==> config.mk <==
export PLATFORM = sky130hd
export DESIGN_NAME = keyed_alarm_frame_matcher
export DESIGN_NICKNAME = d
export VERILOG_FILES = /design/src/hw/rtl/kafm_pkg.sv /design/src/hw/rtl/kafm_step.sv /design/src/hw/rtl/keyed_alarm_frame_matcher.sv
export SDC_FILE = /design/constraint.sdc
export NUM_CORES = 1
export LEC_CHECK = 0
export BUFFER_PORTS_ARGS = -buffer_cell sky130_fd_sc_hd__buf_2
export CORE_MARGIN = 10
export CORE_UTILIZATION = 63
export CTS_CLUSTER_SIZE = 28
export DETAILED_ROUTE_END_ITERATION = 16
export HOLD_SLACK_MARGIN = 0.03
export PLACE_DENSITY_LB_ADDON = 0.1
export REMOVE_ABC_BUFFERS = 1
export SETUP_SLACK_MARGIN = 0.15
export SYNTH_ARGS = -nofsm -noshare
export SYNTH_HDL_FRONTEND = slang
export SYNTH_SLANG_ARGS = --single-unit
==> constraint.sdc <==
create_clock -name clock -period 3.5 [get_ports clock]
set_input_delay 0.35 -clock clock [delete_from_list [all_inputs] [get_ports clock]]
set_output_delay 0.35 -clock clock [all_outputs]
set_load 0.01 [all_outputs]
==> src/hw/rtl/kafm_pkg.sv <==
// Shared constants and types for the keyed alarm frame matcher.
`timescale 1ns / 1ps

package kafm_pkg;

   localparam int unsigned BYTE_W = 8;
   localparam int unsigned POS_W  = 3;
   localparam int unsigned EVT_W  = 3;
   localparam int unsigned KEY_N  = 5;
   localparam int unsigned IDX_W  = 3;

   // Default command byte values.
   localparam logic [BYTE_W-1:0] CMD_BATTERY_DEF = 8'd2;
   localparam logic [BYTE_W-1:0] CMD_STOLEN_DEF  = 8'd3;
   localparam logic [BYTE_W-1:0] CMD_RAISED_DEF  = 8'd4;
   localparam logic [BYTE_W-1:0] CMD_FELL_DEF    = 8'd5;
   localparam logic [BYTE_W-1:0] CMD_WIRE_DEF    = 8'd6;

   // Alarm event codes.
   localparam logic [EVT_W-1:0] EVT_NONE    = 3'd0;
   localparam logic [EVT_W-1:0] EVT_BATTERY = 3'd1;
   localparam logic [EVT_W-1:0] EVT_STOLEN  = 3'd2;
   localparam logic [EVT_W-1:0] EVT_RAISED  = 3'd3;
   localparam logic [EVT_W-1:0] EVT_FELL    = 3'd4;
   localparam logic [EVT_W-1:0] EVT_WIRE    = 3'd5;

   // Frame positions with a meaning of their own.
   localparam logic [POS_W-1:0] POS_START   = 3'd0;
   localparam logic [POS_W-1:0] POS_PCMD    = 3'd1;
   localparam logic [POS_W-1:0] POS_COMMAND = 3'd5;
   localparam logic [POS_W-1:0] POS_LAST    = 3'd6;

   // Configuration register indexes.
   localparam logic [IDX_W-1:0] REG_KEY_0    = 3'd0;
   localparam logic [IDX_W-1:0] REG_KEY_1    = 3'd1;
   localparam logic [IDX_W-1:0] REG_KEY_2    = 3'd2;
   localparam logic [IDX_W-1:0] REG_KEY_3    = 3'd3;
   localparam logic [IDX_W-1:0] REG_KEY_4    = 3'd4;
   localparam logic [IDX_W-1:0] REG_PAIR_HDR = 3'd5;
   localparam logic [IDX_W-1:0] REG_PAIR_CMD = 3'd6;

   typedef logic [KEY_N-1:0][BYTE_W-1:0] key_set_type;

   typedef struct packed {
      logic [EVT_W-1:0] alarm_event;
      logic             pair_done;
      logic [POS_W-1:0] next_pos;
   } step_result_type;

endpackage

==> src/hw/rtl/kafm_step.sv <==
// Per-byte frame match: next position, alarm event and pairing completion.
`timescale 1ns / 1ps

module kafm_step #(
   parameter logic [kafm_pkg::BYTE_W-1:0] CMD_BATTERY = kafm_pkg::CMD_BATTERY_DEF,
   parameter logic [kafm_pkg::BYTE_W-1:0] CMD_STOLEN  = kafm_pkg::CMD_STOLEN_DEF,
   parameter logic [kafm_pkg::BYTE_W-1:0] CMD_RAISED  = kafm_pkg::CMD_RAISED_DEF,
   parameter logic [kafm_pkg::BYTE_W-1:0] CMD_FELL    = kafm_pkg::CMD_FELL_DEF,
   parameter logic [kafm_pkg::BYTE_W-1:0] CMD_WIRE    = kafm_pkg::CMD_WIRE_DEF
) (
   input  logic [kafm_pkg::POS_W-1:0]  pos,
   input  logic [kafm_pkg::BYTE_W-1:0] rx_byte,
   input  logic                        pairing_mode,
   input  kafm_pkg::key_set_type       key_bytes,
   input  logic [kafm_pkg::BYTE_W-1:0] pair_header,
   input  logic [kafm_pkg::BYTE_W-1:0] pair_command,
   output kafm_pkg::step_result_type   result
);

   logic [kafm_pkg::BYTE_W-1:0] key_sel;
   logic [kafm_pkg::EVT_W-1:0]  cmd_event;
   logic [kafm_pkg::POS_W-1:0]  pos_inc;

   assign pos_inc = pos + kafm_pkg::POS_W'(1);

   // Expected key byte for the current position (positions 0..4 only).
   always_comb begin
      case (pos)
         3'd0:    key_sel = key_bytes[0];
         3'd1:    key_sel = key_bytes[1];
         3'd2:    key_sel = key_bytes[2];
         3'd3:    key_sel = key_bytes[3];
         3'd4:    key_sel = key_bytes[4];
         default: key_sel = '0;
      endcase
   end

   // First match wins when command values coincide.
   always_comb begin
      if (rx_byte == CMD_BATTERY)     cmd_event = kafm_pkg::EVT_BATTERY;
      else if (rx_byte == CMD_STOLEN) cmd_event = kafm_pkg::EVT_STOLEN;
      else if (rx_byte == CMD_RAISED) cmd_event = kafm_pkg::EVT_RAISED;
      else if (rx_byte == CMD_FELL)   cmd_event = kafm_pkg::EVT_FELL;
      else if (rx_byte == CMD_WIRE)   cmd_event = kafm_pkg::EVT_WIRE;
      else                            cmd_event = kafm_pkg::EVT_NONE;
   end

   always_comb begin
      result.alarm_event = kafm_pkg::EVT_NONE;
      result.pair_done   = 1'b0;
      result.next_pos    = kafm_pkg::POS_START;
      if (!pairing_mode) begin
         if (pos < kafm_pkg::POS_COMMAND) begin
            if (rx_byte == key_sel) result.next_pos = pos_inc;
         end else if (pos == kafm_pkg::POS_COMMAND) begin
            result.alarm_event = cmd_event;
         end
      end else begin
         if (pos == kafm_pkg::POS_START) begin
            if (rx_byte == pair_header) result.next_pos = pos_inc;
         end else if (pos == kafm_pkg::POS_PCMD) begin
            if (rx_byte == pair_command) result.next_pos = pos_inc;
         end else if (pos <= kafm_pkg::POS_COMMAND) begin
            result.next_pos = pos_inc;
         end else if (pos == kafm_pkg::POS_LAST) begin
            result.pair_done = 1'b1;
         end
      end
   end

endmodule

==> src/hw/rtl/keyed_alarm_frame_matcher.sv <==
// Top level: keyed alarm / pairing frame matcher with byte stream in and result out.
// Each beat passes the input register, then the result register, which drives rsp_*.
// Throughput: one beat per cycle while rsp_ready holds; one compare and increment sits
//   between the input and result registers, and a new beat is taken while a result waits.
// Reset (synchronous, active high) clears both valids, the frame position and all
//   configuration registers.
`timescale 1ns / 1ps

module keyed_alarm_frame_matcher #(
   parameter logic [kafm_pkg::BYTE_W-1:0] CMD_BATTERY = kafm_pkg::CMD_BATTERY_DEF,
   parameter logic [kafm_pkg::BYTE_W-1:0] CMD_STOLEN  = kafm_pkg::CMD_STOLEN_DEF,
   parameter logic [kafm_pkg::BYTE_W-1:0] CMD_RAISED  = kafm_pkg::CMD_RAISED_DEF,
   parameter logic [kafm_pkg::BYTE_W-1:0] CMD_FELL    = kafm_pkg::CMD_FELL_DEF,
   parameter logic [kafm_pkg::BYTE_W-1:0] CMD_WIRE    = kafm_pkg::CMD_WIRE_DEF
) (
   input  logic                        clock,
   input  logic                        reset,
   // configuration write port
   input  logic                        csr_we,
   input  logic [kafm_pkg::IDX_W-1:0]  csr_index,
   input  logic [kafm_pkg::BYTE_W-1:0] csr_wdata,
   // byte stream in
   input  logic                        req_valid,
   output logic                        req_ready,
   input  logic [kafm_pkg::BYTE_W-1:0] req_rx_byte,
   input  logic                        req_pairing_mode,
   // results out
   output logic                        rsp_valid,
   input  logic                        rsp_ready,
   output logic [kafm_pkg::EVT_W-1:0]  rsp_alarm_event,
   output logic                        rsp_pair_done,
   output logic [kafm_pkg::POS_W-1:0]  rsp_frame_position_out
);

   // Configuration registers
   kafm_pkg::key_set_type       key_ff;
   logic [kafm_pkg::BYTE_W-1:0] pair_hdr_ff;
   logic [kafm_pkg::BYTE_W-1:0] pair_cmd_ff;

   // Input stage
   logic                        in_valid_ff;
   logic [kafm_pkg::BYTE_W-1:0] in_byte_ff;
   logic                        in_pairing_ff;

   // Frame state
   logic [kafm_pkg::POS_W-1:0]  pos_ff;
   logic [kafm_pkg::POS_W-1:0]  pos_in;

   // Result stage
   logic                        out_valid_ff;
   logic                        out_valid_in;
   logic [kafm_pkg::EVT_W-1:0]  out_event_ff;
   logic                        out_done_ff;
   logic [kafm_pkg::POS_W-1:0]  out_pos_ff;

   kafm_pkg::step_result_type   step_res;
   logic                        req_take;
   logic                        out_load;

   // Input beat moves to the result stage when that stage is empty or draining.
   assign out_load  = in_valid_ff && (!out_valid_ff || rsp_ready);
   assign req_ready = !in_valid_ff || out_load;
   assign req_take  = req_valid && req_ready;

   kafm_step #(
      .CMD_BATTERY (CMD_BATTERY),
      .CMD_STOLEN  (CMD_STOLEN),
      .CMD_RAISED  (CMD_RAISED),
      .CMD_FELL    (CMD_FELL),
      .CMD_WIRE    (CMD_WIRE)
   ) u_step (
      .pos          (pos_ff),
      .rx_byte      (in_byte_ff),
      .pairing_mode (in_pairing_ff),
      .key_bytes    (key_ff),
      .pair_header  (pair_hdr_ff),
      .pair_command (pair_cmd_ff),
      .result       (step_res)
   );

   // Position advances only when a beat is actually consumed.
   assign pos_in       = out_load ? step_res.next_pos : pos_ff;
   assign out_valid_in = out_load ? 1'b1 : (out_valid_ff && !rsp_ready);

   // Config writes; indexes past the list are dropped.
   always_ff @(posedge clock) begin
      if (reset) begin
         key_ff      <= '0;
         pair_hdr_ff <= '0;
         pair_cmd_ff <= '0;
      end else if (csr_we) begin
         unique case (csr_index)
            kafm_pkg::REG_KEY_0:    key_ff[0]   <= csr_wdata;
            kafm_pkg::REG_KEY_1:    key_ff[1]   <= csr_wdata;
            kafm_pkg::REG_KEY_2:    key_ff[2]   <= csr_wdata;
            kafm_pkg::REG_KEY_3:    key_ff[3]   <= csr_wdata;
            kafm_pkg::REG_KEY_4:    key_ff[4]   <= csr_wdata;
            kafm_pkg::REG_PAIR_HDR: pair_hdr_ff <= csr_wdata;
            kafm_pkg::REG_PAIR_CMD: pair_cmd_ff <= csr_wdata;
            default: ;
         endcase
      end
   end

   // Control state
   always_ff @(posedge clock) begin
      if (reset) begin
         in_valid_ff  <= 1'b0;
         out_valid_ff <= 1'b0;
         pos_ff       <= kafm_pkg::POS_START;
      end else begin
         in_valid_ff  <= req_take || (in_valid_ff && !out_load);
         out_valid_ff <= out_valid_in;
         pos_ff       <= pos_in;
      end
   end

   // Payload registers, no reset needed
   always_ff @(posedge clock) begin
      if (req_take) begin
         in_byte_ff    <= req_rx_byte;
         in_pairing_ff <= req_pairing_mode;
      end
      if (out_load) begin
         out_event_ff <= step_res.alarm_event;
         out_done_ff  <= step_res.pair_done;
         out_pos_ff   <= step_res.next_pos;
      end
   end

   assign rsp_valid              = out_valid_ff;
   assign rsp_alarm_event        = out_event_ff;
   assign rsp_pair_done          = out_done_ff;
   assign rsp_frame_position_out = out_pos_ff;

endmodule

==> results.yml <==
status:
  outcome: "completed"
sta:
  worstMarginPinSlew_ps: 974
  finalSetupViolCount: 0
  setup_ws_ps: 956
  final_max_slew_viol_count: 0
  hold_viol: 0
  rsz0062_at_grt: "no"
  fin_crit_sh_pct: 72.7
  relSlewSlack_pct: 34.6
  period_needed_ps: 2540
  skew_ps: 7.41
  setup_tns_ps: 0
  max_freq_mhz: 393
worst_hold_path:
  worstHoldEndpoint: "in_byte_ff[5]"
  min_path_type: "in -> reg"
  min_from: "req_rx_byte[5]"
  whs_path_depth: 1
worst_setup_path:
  endpoint_kind: "flop"
  path_delay_family: "compound AO/OA/AOI/OAI gates"
  rrSetupSlack_ps: 960
  r2r-start: "pos_ff[0]"
  worst_ep_required_time_ps: 3710
  path_class: "reg -> reg"
  critPathMaxStageDelay_ps: 450
  ff2ff_path_depth: 8
  critPathMaxFanout: 18
  worst_setup_path_start_kind: "flop"
  crit_arrival_ps: 2750
  cp_num_buf_inv: 1
  reg2reg_to: "rsp_frame_position_out[1]"
  cp_slowest_cell: "a222oi_1"
  path_cells: "inv_1 -> ha_1 -> a222oi_1 -> o21ai_0 -> xor2_1 -> nor4_2 -> a31oi_1 -> nor2b_1"
  cp-startpoint: "pos_ff[0]"
placement:
  place_ws_ps: 1040
  dp_cells: 490
  dpl.hpwl_um: 6140
  io_buffers: 33
  gp_congestion: 0.930
route:
  via_per_inst: 5.91
  drcViolationCount: 0
  drt_iter0_drc: 284
  num_vias: 2989
  wirelength_um: 8580
  drt_first_pass_iters: 8
  ant_nets: 0
  wire_per_inst_um: 17.0
synth:
  synth_mux_area_share_pct: 0.294
  synth_area_sq_mm: 0.00340
  synth_top_family_by_area: "simple AND/OR/NAND/NOR gates"
  ys_types: 34
  synth-seq-cells: 77
  synthAdderAreaFrac_pct: 1.84
  synth_compound_area_share_pct: 14.7
  synth_xor_area_share_pct: 6.43
  synth-seq-area-share_pct: 50.0
  ys_warn_count: 0
  synthCells: 403
  avgSynthCellArea_sq_um: 8.44
  synth-simple-area-share_pct: 23.8
clock_tree:
  ctsHoldBuffers: 0
  clk_latency_ps: 350
  numCtsBuffers: 9
  ctsResizeCount: 0
  cts_buffer_depth: 2
  clockRootBuffer: "clkbuf_8"
  cts_sinks: 77
  cts_setup_buffers: 0
  path_clk_slew_ps: 70
  cts_tree: "yes"
  h-tree-depth: 3
die:
  io_pins: 34
  die_x_um: 93.5
  start_util_pct: 65.8
  die_y_um: 93.5
  placeableCoreArea_sq_mm: 0.00517
  rows: 26
  die_area_sq_mm: 0.00874
power:
  p_leak_nw: 1.34
  p_per_area_mw_per_mm2: 487
  peakVddDrop_uv: 312
finish:
  diodes: 0
  nFillCells: 390
  syn2layout_area_growth_pct: 12.5
  nets: 461
  final_cells: 506
  layout-drive-gt1-share_pct: 11.7
grt:
  grt-ovfl-total: 0
  grt_pass1_vias: 2787
  grt_max_degree: 38
  antenna_found_initial: 0
  grt_use_total_pct: 19.8
  grt_pass1_wl_um: 13800
run:
  cap_violations: 0
[metal layers]
layer  track usage (%)  wire, um  up-vias
li1                  -         -     1449
met2              30.8      4030      142
met4              9.38       218        0
met3              4.16       644       23
met1              25.5      3690     1375
met5                 0         0        -
[state kept, by name, indices dropped and copies added (netlist names)]
name	cells
in_byte_ff	8
rsp_frame_position_out	3
key_ff	40
rsp_alarm_event	3
pair_cmd_ff	8
in_valid_ff	1
rsp_pair_done	1
pos_ff	3
rsp_valid	1
in_pairing_ff	1
pair_hdr_ff	8
[how the worst max path moves through the flow]
stage | end | slack [ps] | cells after the start
4_1_cts | rsp_frame_position_out[1] | 1010 | 8
5_1_grt | rsp_frame_position_out[1] | 680 | 8
6_report | rsp_frame_position_out[1] | 960 | 8
2_1_floorplan | rsp_frame_position_out[1] | 1290 | 8
3_3_place_gp | rsp_frame_position_out[1] | 1110 | 8
3_5_place_dp | rsp_frame_position_out[1] | 1040 | 8
[area by class of cell]
class / count / area (sq um) / area share, %
clock buffers: 10 / 128 / 3.33
repair buffers: 35 / 180 / 4.70
clock inverters: 6 / 110 / 2.87
flip-flops and latches: 77 / 1700 / 44.4
multi-input cells: 303 / 1600 / 41.9
inverters: 5 / 18.8 / 0.490
well taps: 70 / 87.6 / 2.29
[synth_stat cells, drive strengths merged]
| library cell | n | area, sq um |
|---|---|---|
| o221ai | 1 | 8.76 |
| ha | 5 | 62.6 |
| a222oi | 7 | 70.1 |
| o311ai | 2 | 17.5 |
| and2 | 2 | 12.5 |
| dfxtp | 61 | 1220 |
| nand3b | 1 | 7.51 |
| buf | 4 | 26.3 |
| a31oi | 1 | 6.26 |
| nor3 | 7 | 35.0 |
| o21ai | 4 | 20.0 |
| o211ai | 4 | 30.0 |
| nor4 | 4 | 46.3 |
| a32oi | 3 | 26.3 |
| clkbuf | 14 | 52.6 |
| xor2 | 17 | 149 |
| inv | 5 | 18.8 |
| a21oi | 60 | 300 |
| and3 | 1 | 6.26 |
| nand3 | 13 | 65.1 |
| or4 | 1 | 7.51 |
| edfxtp | 16 | 480 |
| mux2i | 1 | 10.0 |
| nor4b | 1 | 8.76 |
| nand4 | 4 | 25.0 |
| a22oi | 3 | 22.5 |
| xnor2 | 8 | 70.1 |
| nand2b | 4 | 25.0 |
| nor2 | 17 | 63.8 |
| nand2 | 127 | 477 |
| nor2b | 5 | 31.3 |
[cell families (layout without fill, tap and decap cells)]
logic type               after synthesis  after routing
AND/OR/NAND/NOR                      187            187
AO/OA/AOI/OAI                         85             85
flip-flops                            77             77
XOR/XNOR                              25             25
buffers and inverters                 23             56
adder cells (fa/ha/maj)                5              5
multiplexers                           1              1
[power by group]
group,leakage [nW],switching [mW],internal [mW],total (mW)
clock network,0.115,0.319,0.474,0.793
registers,0.650,0.0251,0.929,0.954
logic,0.575,0.0753,0.0419,0.117
[placed cells by master, fill, tap and decap left out, drive strengths merged, types with 5 or more instances in the layout]
cell type / count
inv: 6
dfxtp: 61
ha: 5
nor2: 17
nand3: 13
nor2b: 5
clkbuf: 10
xor2: 17
nor3: 7
a222oi: 7
xnor2: 8
nand2: 127
buf: 35
a21oi: 60
edfxtp: 16
[stage by stage]
stage               power [mW]  instance area (sq um)  hold slack (ps)  util [%]
finish                    1.86                   3830              179      74.0
global route              1.92                   3830              166      74.0
floorplan                 1.03                   3320              419         -
detailed placement        1.09                   3590              454      69.4
CTS                       1.86                   3830              169      74.0
global placement          1.09                   3590              446      69.4
No activity file was read; power rests on OpenSTA's default activity.
